<file path="src/caqf_pkg.sv">
// Shared types and constants for the CIGAR alignment quality filter.
package caqf_pkg;

  localparam int COUNT_BITS_DEFAULT = 32;
  localparam int QUEUE_DEPTH        = 4;
  localparam int LEN_W              = 28;
  localparam int PCT_W              = 7;
  localparam int PERCENT_SCALE      = 100;
  localparam int KIND_COUNT         = 5;

  typedef enum logic [3:0] {
    OP_MATCH  = 4'd0,
    OP_INSERT = 4'd1,
    OP_DELETE = 4'd2,
    OP_SOFT   = 4'd4,
    OP_HARD   = 4'd5
  } op_code_t;

  typedef enum logic [2:0] {
    KIND_M = 3'd0,
    KIND_I = 3'd1,
    KIND_D = 3'd2,
    KIND_S = 3'd3,
    KIND_H = 3'd4
  } kind_t;

  typedef enum logic [2:0] {
    REG_ID_ON      = 3'd0,
    REG_ID_PCT     = 3'd1,
    REG_COV_ON     = 3'd2,
    REG_COV_PCT    = 3'd3,
    REG_INTRON_ON  = 3'd4,
    REG_INTRON_MIN = 3'd5
  } cfg_reg_t;

  typedef enum logic [1:0] {
    VERDICT_KEPT     = 2'd0,
    VERDICT_UNMAPPED = 2'd1,
    VERDICT_IDENTITY = 2'd2,
    VERDICT_COVERAGE = 2'd3
  } verdict_t;

  typedef struct packed {
    logic             id_on;
    logic [PCT_W-1:0] id_pct;
    logic             cov_on;
    logic [PCT_W-1:0] cov_pct;
    logic             intron_on;
    logic [LEN_W-1:0] intron_min;
  } cfg_t;

  // per-read tags, sampled with the last op
  typedef struct packed {
    logic       unmapped;
    logic [7:0] edit;
    logic       x0_present;
    logic [7:0] x0_value;
    logic       as_present;
    logic [7:0] as_value;
    logic       xs_present;
    logic [7:0] xs_value;
  } tag_t;

  typedef struct packed {
    logic [31:0] read_length;
    logic [31:0] alignment_length;
    logic [31:0] hard_clip_count;
    logic [31:0] soft_clip_count;
    logic [31:0] delete_count;
    logic [31:0] insert_count;
    logic [7:0]  mismatch_count;
    logic [32:0] match_count;
    logic        is_unique;
    verdict_t    verdict;
    logic        keep;
  } result_t;

endpackage

</file>
<file path="src/caqf_front.sv">
// Front end: decodes CIGAR ops, accumulates saturating sums, emits one record per read.
module caqf_front #(
  parameter int COUNT_BITS = caqf_pkg::COUNT_BITS_DEFAULT
) (
  input  logic                         clk,
  input  logic                         rst,
  input  caqf_pkg::cfg_t               cfg,
  input  logic                         accept,
  input  logic [3:0]                   op_code,
  input  logic [caqf_pkg::LEN_W-1:0]   op_length,
  input  logic                         last_op,
  input  caqf_pkg::tag_t               tag,
  output logic                         push,
  output logic [5*COUNT_BITS+$bits(caqf_pkg::tag_t)-1:0] record
);

  localparam int AW = ((COUNT_BITS > caqf_pkg::LEN_W) ? COUNT_BITS : caqf_pkg::LEN_W) + 1;
  localparam logic [AW-1:0] SUM_MAX = AW'({COUNT_BITS{1'b1}});

  logic [COUNT_BITS-1:0] sums [caqf_pkg::KIND_COUNT];
  logic [COUNT_BITS-1:0] upd  [caqf_pkg::KIND_COUNT];
  caqf_pkg::kind_t       kind;
  logic                  counted;
  logic [AW-1:0]         add_raw;
  logic [COUNT_BITS-1:0] add_sat;

  always_comb begin
    kind    = caqf_pkg::KIND_M;
    counted = 1'b1;
    unique case (op_code)
      caqf_pkg::OP_MATCH:  kind = caqf_pkg::KIND_M;
      caqf_pkg::OP_INSERT: kind = caqf_pkg::KIND_I;
      caqf_pkg::OP_DELETE: begin
        kind    = caqf_pkg::KIND_D;
        counted = !cfg.intron_on || (op_length < cfg.intron_min);
      end
      caqf_pkg::OP_SOFT:   kind = caqf_pkg::KIND_S;
      caqf_pkg::OP_HARD:   kind = caqf_pkg::KIND_H;
      default:             counted = 1'b0;
    endcase
    if (tag.unmapped) counted = 1'b0;
  end

  assign add_raw = AW'(sums[kind]) + AW'(op_length);
  assign add_sat = (add_raw > SUM_MAX) ? {COUNT_BITS{1'b1}} : add_raw[COUNT_BITS-1:0];

  always_comb begin
    for (int k = 0; k < caqf_pkg::KIND_COUNT; k++) begin
      upd[k] = (counted && kind == caqf_pkg::kind_t'(k)) ? add_sat : sums[k];
    end
  end

  assign push   = accept && last_op;
  assign record = {tag, upd[caqf_pkg::KIND_H], upd[caqf_pkg::KIND_S], upd[caqf_pkg::KIND_D],
                   upd[caqf_pkg::KIND_I], upd[caqf_pkg::KIND_M]};

  always_ff @(posedge clk) begin
    if (rst) begin
      for (int k = 0; k < caqf_pkg::KIND_COUNT; k++) sums[k] <= '0;
    end else if (accept) begin
      for (int k = 0; k < caqf_pkg::KIND_COUNT; k++) sums[k] <= last_op ? '0 : upd[k];
    end
  end

endmodule

</file>
<file path="src/caqf_queue.sv">
// Short FIFO between the front end and the verdict pipeline.
module caqf_queue #(
  parameter int WIDTH = 8,
  parameter int DEPTH = caqf_pkg::QUEUE_DEPTH
) (
  input  logic             clk,
  input  logic             rst,
  input  logic             push,
  input  logic [WIDTH-1:0] push_data,
  input  logic             pop,
  output logic [WIDTH-1:0] pop_data,
  output logic             full,
  output logic             empty
);

  localparam int PW = $clog2(DEPTH);
  localparam int CW = $clog2(DEPTH + 1);

  logic [WIDTH-1:0] mem [DEPTH];
  logic [PW-1:0]    wr_ptr;
  logic [PW-1:0]    rd_ptr;
  logic [CW-1:0]    count;

  assign full     = (count == CW'(DEPTH));
  assign empty    = (count == '0);
  assign pop_data = mem[rd_ptr];

  always_ff @(posedge clk) begin
    if (push) mem[wr_ptr] <= push_data;
  end

  always_ff @(posedge clk) begin
    if (rst) begin
      wr_ptr <= '0;
      rd_ptr <= '0;
      count  <= '0;
    end else begin
      if (push) wr_ptr <= (wr_ptr == PW'(DEPTH - 1)) ? '0 : wr_ptr + 1'b1;
      if (pop)  rd_ptr <= (rd_ptr == PW'(DEPTH - 1)) ? '0 : rd_ptr + 1'b1;
      if (push && !pop)      count <= count + 1'b1;
      else if (pop && !push) count <= count - 1'b1;
    end
  end

  a_no_overflow: assert property (@(posedge clk) disable iff (rst) full |-> !push)
    else $error("queue written while full");
  a_no_underflow: assert property (@(posedge clk) disable iff (rst) empty |-> !pop)
    else $error("queue read while empty");
  a_ptrs_empty: assert property (@(posedge clk) disable iff (rst)
      (empty || full) |-> (wr_ptr == rd_ptr))
    else $error("queue pointers disagree with count");

endmodule

</file>
<file path="src/caqf_back.sv">
// Back end: derived lengths, percent tests by cross-multiplication, verdict register.
module caqf_back #(
  parameter int COUNT_BITS = caqf_pkg::COUNT_BITS_DEFAULT
) (
  input  logic                clk,
  input  logic                rst,
  input  caqf_pkg::cfg_t      cfg,
  input  logic                rec_avail,
  input  logic [5*COUNT_BITS+$bits(caqf_pkg::tag_t)-1:0] record,
  output logic                rec_pop,
  output logic                out_valid,
  input  logic                out_ready,
  output caqf_pkg::result_t   result
);

  localparam int CB    = COUNT_BITS;
  localparam int TAG_W = $bits(caqf_pkg::tag_t);
  localparam int REC_W = 5 * CB + TAG_W;
  localparam int PW    = caqf_pkg::PCT_W;
  localparam logic [CB+1:0] SUM_MAX = (CB+2)'({CB{1'b1}});
  localparam logic signed [CB+PW+1:0] SCALE_S = (CB+PW+2)'(caqf_pkg::PERCENT_SCALE);
  localparam logic [CB+PW-1:0]        SCALE_U = (CB+PW)'(caqf_pkg::PERCENT_SCALE);

  logic adv;
  assign adv     = !out_valid || out_ready;
  assign rec_pop = rec_avail && adv;

  // stage 1: raw partial sums
  logic                 s1_valid;
  caqf_pkg::tag_t       s1_tag;
  logic [CB-1:0]        s1_ins, s1_del, s1_sc, s1_hc;
  logic [CB:0]          s1_frag_raw, s1_clip_raw;
  logic signed [CB:0]   s1_match;

  // stage 2: saturated lengths
  logic                 s2_valid;
  caqf_pkg::tag_t       s2_tag;
  logic [CB-1:0]        s2_ins, s2_del, s2_sc, s2_hc;
  logic [CB-1:0]        s2_frag, s2_align, s2_read;
  logic signed [CB:0]   s2_match;
  logic [CB+1:0]        align_raw, read_raw;

  // stage 3: products
  logic                       s3_valid;
  caqf_pkg::tag_t             s3_tag;
  logic [CB-1:0]              s3_ins, s3_del, s3_sc, s3_hc, s3_align, s3_read;
  logic signed [CB:0]         s3_match;
  logic                       s3_align_zero, s3_read_zero;
  logic signed [CB+PW+1:0]    s3_id_lhs;
  logic [CB+PW-1:0]           s3_id_rhs, s3_cov_lhs, s3_cov_rhs;

  caqf_pkg::result_t res_next;
  logic              id_low, cov_low, uniq;

  assign align_raw = (CB+2)'(s1_frag_raw) + (CB+2)'(s1_del);
  assign read_raw  = (CB+2)'(s1_frag_raw) + (CB+2)'(s1_clip_raw);

  always_ff @(posedge clk) begin
    if (adv) begin
      s1_tag      <= caqf_pkg::tag_t'(record[REC_W-1 -: TAG_W]);
      s1_ins      <= record[2*CB-1:CB];
      s1_del      <= record[3*CB-1:2*CB];
      s1_sc       <= record[4*CB-1:3*CB];
      s1_hc       <= record[5*CB-1:4*CB];
      s1_frag_raw <= (CB+1)'(record[CB-1:0]) + (CB+1)'(record[2*CB-1:CB]);
      s1_clip_raw <= (CB+1)'(record[4*CB-1:3*CB]) + (CB+1)'(record[5*CB-1:4*CB]);
      s1_match    <= $signed((CB+1)'(record[CB-1:0]))
                     - $signed((CB+1)'(record[REC_W-2 -: 8]));

      s2_tag   <= s1_tag;
      s2_ins   <= s1_ins;
      s2_del   <= s1_del;
      s2_sc    <= s1_sc;
      s2_hc    <= s1_hc;
      s2_match <= s1_match;
      s2_frag  <= (s1_frag_raw > (CB+1)'({CB{1'b1}})) ? {CB{1'b1}} : s1_frag_raw[CB-1:0];
      s2_align <= (align_raw > SUM_MAX) ? {CB{1'b1}} : align_raw[CB-1:0];
      s2_read  <= (read_raw > SUM_MAX) ? {CB{1'b1}} : read_raw[CB-1:0];

      s3_tag        <= s2_tag;
      s3_ins        <= s2_ins;
      s3_del        <= s2_del;
      s3_sc         <= s2_sc;
      s3_hc         <= s2_hc;
      s3_align      <= s2_align;
      s3_read       <= s2_read;
      s3_match      <= s2_match;
      s3_align_zero <= (s2_align == '0);
      s3_read_zero  <= (s2_read == '0);
      s3_id_lhs     <= (CB+PW+2)'(s2_match) * SCALE_S;
      s3_id_rhs     <= (CB+PW)'(cfg.id_pct) * (CB+PW)'(s2_align);
      s3_cov_lhs    <= (CB+PW)'(s2_frag) * SCALE_U;
      s3_cov_rhs    <= (CB+PW)'(cfg.cov_pct) * (CB+PW)'(s2_read);

      result <= res_next;
    end
  end

  always_ff @(posedge clk) begin
    if (rst) begin
      s1_valid  <= 1'b0;
      s2_valid  <= 1'b0;
      s3_valid  <= 1'b0;
      out_valid <= 1'b0;
    end else if (adv) begin
      s1_valid  <= rec_pop;
      s2_valid  <= s1_valid;
      s3_valid  <= s2_valid;
      out_valid <= s3_valid;
    end
  end

  always_comb begin
    // zero alignment length: +inf passes, NaN passes, -inf drops
    id_low  = s3_align_zero ? (s3_match < 0)
                            : (s3_id_lhs <= $signed((CB+PW+2)'(s3_id_rhs)));
    cov_low = !s3_read_zero && (s3_cov_lhs <= s3_cov_rhs);
    uniq    = (s3_tag.x0_present && s3_tag.x0_value == 8'd1) ||
              (s3_tag.as_present && s3_tag.xs_present && s3_tag.as_value != s3_tag.xs_value);

    res_next = '0;
    if (s3_tag.unmapped) begin
      res_next.verdict = caqf_pkg::VERDICT_UNMAPPED;
    end else begin
      if (cfg.id_on && id_low)        res_next.verdict = caqf_pkg::VERDICT_IDENTITY;
      else if (cfg.cov_on && cov_low) res_next.verdict = caqf_pkg::VERDICT_COVERAGE;
      else                            res_next.verdict = caqf_pkg::VERDICT_KEPT;
      res_next.keep             = (res_next.verdict == caqf_pkg::VERDICT_KEPT);
      res_next.is_unique        = res_next.keep && uniq;
      res_next.match_count      = 33'(s3_match);
      res_next.mismatch_count   = s3_tag.edit;
      res_next.insert_count     = 32'(s3_ins);
      res_next.delete_count     = 32'(s3_del);
      res_next.soft_clip_count  = 32'(s3_sc);
      res_next.hard_clip_count  = 32'(s3_hc);
      res_next.alignment_length = 32'(s3_align);
      res_next.read_length      = 32'(s3_read);
    end
  end

endmodule

</file>
<file path="src/cigar_alignment_quality_filter_unit.sv">
// A read's result passes the record queue, stages 1-3 and the result register.
// Throughput: one op request per cycle; one result per cycle while the output is taken.
// The front accumulates ops; a 4-entry record queue feeds a 4-stage verdict pipeline.
// The input stalls only when the record queue is full.
// Reset (rst, synchronous) clears config, sums, queue and all valid bits.
module cigar_alignment_quality_filter_unit #(
  parameter int COUNT_BITS = caqf_pkg::COUNT_BITS_DEFAULT
) (
  input  logic         clk,
  input  logic         rst,
  input  logic         cfg_we,
  input  logic [2:0]   cfg_index,
  input  logic [27:0]  cfg_data,
  input  logic         s_axis_tvalid,
  output logic         s_axis_tready,
  // op_code[3:0] op_length[31:4] edit_distance[39:32] best_hits_present[40]
  // best_hits_value[48:41] score_present[49] score_value[57:50]
  // second_score_present[58] second_score_value[66:59] zero[71:67]
  input  logic [71:0]  s_axis_tdata,
  input  logic         s_axis_tlast,
  // unmapped[0]
  input  logic         s_axis_tuser,
  output logic         m_axis_tvalid,
  input  logic         m_axis_tready,
  // keep[0] verdict[2:1] is_unique[3] match_count[36:4] mismatch_count[44:37]
  // insert_count[76:45] delete_count[108:77] soft_clip_count[140:109]
  // hard_clip_count[172:141] alignment_length[204:173] read_length[236:205] zero[239:237]
  output logic [239:0] m_axis_tdata
);

  localparam int REC_W = 5 * COUNT_BITS + $bits(caqf_pkg::tag_t);

  caqf_pkg::cfg_t    cfg;
  caqf_pkg::tag_t    tag;
  caqf_pkg::result_t result;
  logic              accept, push, pop, full, empty;
  logic [REC_W-1:0]  rec_in, rec_out;

  always_ff @(posedge clk) begin
    if (rst) begin
      cfg <= '0;
    end else if (cfg_we) begin
      unique case (cfg_index)
        caqf_pkg::REG_ID_ON:      cfg.id_on      <= cfg_data[0];
        caqf_pkg::REG_ID_PCT:     cfg.id_pct     <= cfg_data[caqf_pkg::PCT_W-1:0];
        caqf_pkg::REG_COV_ON:     cfg.cov_on     <= cfg_data[0];
        caqf_pkg::REG_COV_PCT:    cfg.cov_pct    <= cfg_data[caqf_pkg::PCT_W-1:0];
        caqf_pkg::REG_INTRON_ON:  cfg.intron_on  <= cfg_data[0];
        caqf_pkg::REG_INTRON_MIN: cfg.intron_min <= cfg_data;
        default: ;
      endcase
    end
  end

  assign s_axis_tready = !full;
  assign accept        = s_axis_tvalid && s_axis_tready;

  assign tag.unmapped   = s_axis_tuser;
  assign tag.edit       = s_axis_tdata[39:32];
  assign tag.x0_present = s_axis_tdata[40];
  assign tag.x0_value   = s_axis_tdata[48:41];
  assign tag.as_present = s_axis_tdata[49];
  assign tag.as_value   = s_axis_tdata[57:50];
  assign tag.xs_present = s_axis_tdata[58];
  assign tag.xs_value   = s_axis_tdata[66:59];

  caqf_front #(.COUNT_BITS(COUNT_BITS)) u_front (
    .clk       (clk),
    .rst       (rst),
    .cfg       (cfg),
    .accept    (accept),
    .op_code   (s_axis_tdata[3:0]),
    .op_length (s_axis_tdata[31:4]),
    .last_op   (s_axis_tlast),
    .tag       (tag),
    .push      (push),
    .record    (rec_in)
  );

  caqf_queue #(.WIDTH(REC_W), .DEPTH(caqf_pkg::QUEUE_DEPTH)) u_queue (
    .clk       (clk),
    .rst       (rst),
    .push      (push),
    .push_data (rec_in),
    .pop       (pop),
    .pop_data  (rec_out),
    .full      (full),
    .empty     (empty)
  );

  caqf_back #(.COUNT_BITS(COUNT_BITS)) u_back (
    .clk       (clk),
    .rst       (rst),
    .cfg       (cfg),
    .rec_avail (!empty),
    .record    (rec_out),
    .rec_pop   (pop),
    .out_valid (m_axis_tvalid),
    .out_ready (m_axis_tready),
    .result    (result)
  );

  assign m_axis_tdata = {3'b000, result};

endmodule

</file>
<file path="config.mk">
export PLATFORM = sky130hd
export DESIGN_NAME = cigar_alignment_quality_filter_unit
export DESIGN_NICKNAME = d
export VERILOG_FILES = /design/src/caqf_pkg.sv /design/src/caqf_front.sv /design/src/caqf_queue.sv /design/src/caqf_back.sv /design/src/cigar_alignment_quality_filter_unit.sv
export SDC_FILE = /design/constraint.sdc
export NUM_CORES = 2
export LEC_CHECK = 0
export ABC_CLOCK_PERIOD_IN_PS = 104200
export BUFFER_PORTS_ARGS = -buffer_cell sky130_fd_sc_hd__buf_2
export CELL_PAD_IN_SITES_DETAIL_PLACEMENT = 1
export CELL_PAD_IN_SITES_GLOBAL_PLACEMENT = 1
export CORE_MARGIN = 10
export CORE_UTILIZATION = 45
export DETAILED_ROUTE_END_ITERATION = 16
export GPL_TIMING_DRIVEN = 0
export HOLD_SLACK_MARGIN = 0.06
export PLACE_DENSITY_LB_ADDON = 0.1
export SLEW_MARGIN = 10
export SYNTH_ARGS = -nofsm -noshare
export SYNTH_HDL_FRONTEND = slang
export SYNTH_SLANG_ARGS = --single-unit
</file>
<file path="constraint.sdc">
create_clock -name clk -period 104.2 [get_ports clk]
set_clock_uncertainty 0.1 [all_clocks]
set_input_delay 10.42 -clock clk [delete_from_list [all_inputs] [get_ports clk]]
set_output_delay 10.42 -clock clk [all_outputs]
set_load 0.01 [all_outputs]
</file>
==> impl_metrics.json <==
{
  "final_area_um2": 123000,
  "start_kind": "input port",
  "ys.flop_type": "edfxtp_1",
  "postSynthAreaPerCell_um2": 13.8,
  "worstSetupStartpoint": "s_axis_tdata[1]",
  "cp_max_fo": 10,
  "syn_to_final_growth_pct": 13.2,
  "worst_setup_path_end_kind": "flip-flop",
  "fillers": 23818,
  "cp_num_buf_inv": 5,
  "clock_power_share_pct": 19.1,
  "clk_pin_slew_ns": 0.06,
  "fin_util_pct": 51.2,
  "grt_max_degree": 132,
  "hold_class": "flip-flop to flip-flop",
  "grt_pass1_vias": 69199,
  "r2r_cells": 17,
  "layout_commonest_cell": "edfxtp_1",
  "hold_viol_final": 0,
  "path_cells": "buf_2 -> clkbuf_1 -> nor2_1 -> and3_1 -> clkbuf_1 -> clkbuf_1 -> o21ai_0 -> ha_1 -> fa_1 -> a21o_1 -> a21oi_1 -> o21ai_0 -> and2_1 -> o21ai_0 -> o21ai_0 -> a21oi_1 -> nor2_1 -> clkbuf_1 -> nor2_1 -> a21oi_1",
  "fin_ws_ns": 85.95,
  "cts_root_buf": "clkbuf_16",
  "grt_pass1_wl_mm": 464,
  "ys_seq_area_share_pct": 60.4,
  "cts_setup_buffers": 0,
  "slowest_delay_ns": 1.20,
  "nNetsFinal": 9568,
  "numPortBuffers": 341,
  "final_cell_mix": "edfxtp_1, inv_1, nand2_1",
  "dr.pass1.iters": 5,
  "drtIter0Drc": 6201,
  "fp-row-count": 180,
  "grt_util_all_layers_pct": 23.6,
  "fin_crit_ns": 18.25,
  "drive_above_1_share_pct": 12.0,
  "die_w_um": 512,
  "worstMarginPinSlew_ns": 1.43,
  "synthDistinctLibCells": 85,
  "critPathTopFamily": "compound AO/OA/AOI/OAI gates",
  "cts_resized": 0,
  "die-area_um2": 262000,
  "place_area_um2": 116000,
  "core_um2": 241000,
  "final_max_slew_viol_count": 0,
  "routed_wirelength_mm": 316,
  "slowest_stage": "nor2_1",
  "drv_cap": 0,
  "switching_share_pct": 39.8,
  "cts_tree": "yes",
  "synth-edff-count": 2151,
  "tns_ns": 0,
  "ant_nets": 0,
  "initial_core_util_pct": 45.2,
  "syn_area_um2": 109000,
  "synthArstFlopShare_pct": 0,
  "synth_seq_cells": 2209,
  "numCtsBuffers": 228,
  "ctsHoldBuffers": 0,
  "place.gp.congestion": 0.935,
  "die-height_um": 512,
  "max_freq_mhz": 54.8,
  "hold_path_startpoint": "u_back.s1_ins[4]",
  "ys.warnings.count": 0,
  "ir_worst_vdd_mv": 0.0280,
  "p_leak_nw": 48.6,
  "p_comb_share_pct": 45.0,
  "setup_viol": 0,
  "worstSetupPathType": "input port to flip-flop",
  "worstSetupEndpoint": "u_queue.mem[0][78]",
  "rsz0062_at_grt": "no",
  "clk_latency_ns": 0.92,
  "vias": 66631,
  "arrival_ns": 18.59,
  "relSlewSlack_pct": 4.42,
  "drc": 0,
  "p_sw_mw": 1.72,
  "avgRoutedWirePerCell_um": 26.6,
  "cts_buffer_depth": 3,
  "antenna_found_initial": 39,
  "reg2reg_to": "u_back.s1_clip_raw[31]",
  "power_frac_seq_pct": 35.9,
  "dp_slack_ns": 85.42,
  "min_period_over_period_pct": 17.5,
  "num_io_pins": 352,
  "cts_sinks": 2209,
  "globalRouteOverflowTotal": 0,
  "outcome": "finished, final reports clean",
  "synthCells": 7895,
  "viasPerCell": 5.60,
  "intPower_mw": 2.60,
  "path_depth": 20,
  "r2r_slack_ns": 95.74,
  "htreeDepth": 4,
  "power_density_nw_per_um2": 35.0,
  "crit_required_ns": 104.54,
  "dp_hpwl_mm": 241
}
==> area by class of cell <==
cell class                      instances  area, um2  area share (%)
Antenna cell                           14       35.0          0.0284
Clock buffer                          270       5910            4.80
Timing Repair Buffer                  379       2590            2.10
Sequential cell                      2209      65800            53.3
Tap cell                             3185       3990            3.23
Inverter                              721       2710            2.20
Clock inverter                        163       1760            1.43
Multi-Input combinational cell       4672      39400            31.9
Buffer                                295       1150           0.935
==> sequential cells by signal (all words and copies together) (netlist names), 33 cells and up, named ones only <==
register,count
cfg,45
u_back.s2_match,33
u_back.s1_frag_raw,33
u_queue.mem,784
u_back.s2_tag,36
u_back.s3_id_lhs,36
u_back.s3_cov_lhs,37
u_back.s1_match,33
u_back.s3_id_rhs,39
u_back.s3_cov_rhs,39
u_back.s1_tag,36
u_front.sums,160
u_back.result,237
u_back.s3_match,33
u_back.s1_clip_raw,33
u_back.s3_tag,36
==> worst min path at each step <==
stage,endpoint,cells past startpoint
6_report,u_back.s2_ins[4],0
5_1_grt,u_back.s2_ins[4],0
4_1_cts,u_back.s2_ins[4],0
3_5_place_dp,u_back.s3_hc[13],0
3_3_place_gp,u_back.s3_tag[18],0
2_1_floorplan,u_back.s2_hc[0],0
==> worst register-to-register path: cells and delay by family (launching register included) <==
family / cells / cell delay (ns)
flip-flops: 1 / 0.41
adder cells (fa/ha/maj): 1 / 0.34
AND/OR/NAND/NOR: 1 / 0.68
multiplexers: 1 / 0.74
AO/OA/AOI/OAI: 9 / 2.82
buffers and inverters: 5 / 3.18
==> routing by layer <==
metal / wire, um / up-vias / track usage (%)
met5: 71 / - / 0
met4: 8220 / 10 / 6.37
met3: 18800 / 383 / 3.85
met2: 149000 / 1883 / 38.3
met1: 140000 / 34453 / 33.2
li1: - / 29902 / -
==> synth_stat cells, types with 147 or more instances <==
cell type	n	share of area, %
inv_1	721	2.5
edfxtp_1	2151	59
nor2_1	379	1.3
o21ai_0	221	1.0
ha_1	589	6.8
a21o_1	199	1.4
a21oi_1	469	2.2
clkbuf_1	231	0.80
a211oi_1	147	1.0
nand2_1	690	2.4
xnor2_1	183	1.5
mux4_2	196	4.1
nor2b_1	267	1.5
fa_1	363	6.7
==> metrics by stage <==
stage                     power (mW)  instances  hold WS [ns]
after detailed placement        3.51      11461         0.306
final                           4.32      11908         0.293
after floorplan                 2.81       7897         0.300
after global routing            4.62      11897         0.299
after global placement          3.48      11423         0.300
after CTS                       4.35      11894         0.290
==> power groups by stage <==
stage               Sequential [mW]  Combinational, mW  Clock, mW
global route                   1.57               2.18      0.877
CTS                            1.55               1.96      0.840
global placement               1.59               1.89          0
floorplan                      1.49               1.32          0
detailed placement             1.57               1.94          0
finish                         1.55               1.95      0.825
==> logic make-up after synthesis <==
group,Yosys count,synth area share (%)
compound gates,1355,7.90
fa+ha+maj,952,13.4
other cells,1,0.00344
flops,2209,60.4
mux,227,4.35
xor+xnor,286,2.30
simple gates,1849,8.09
buf+inv,1016,3.54
Power figures use the tool's default switching activity.
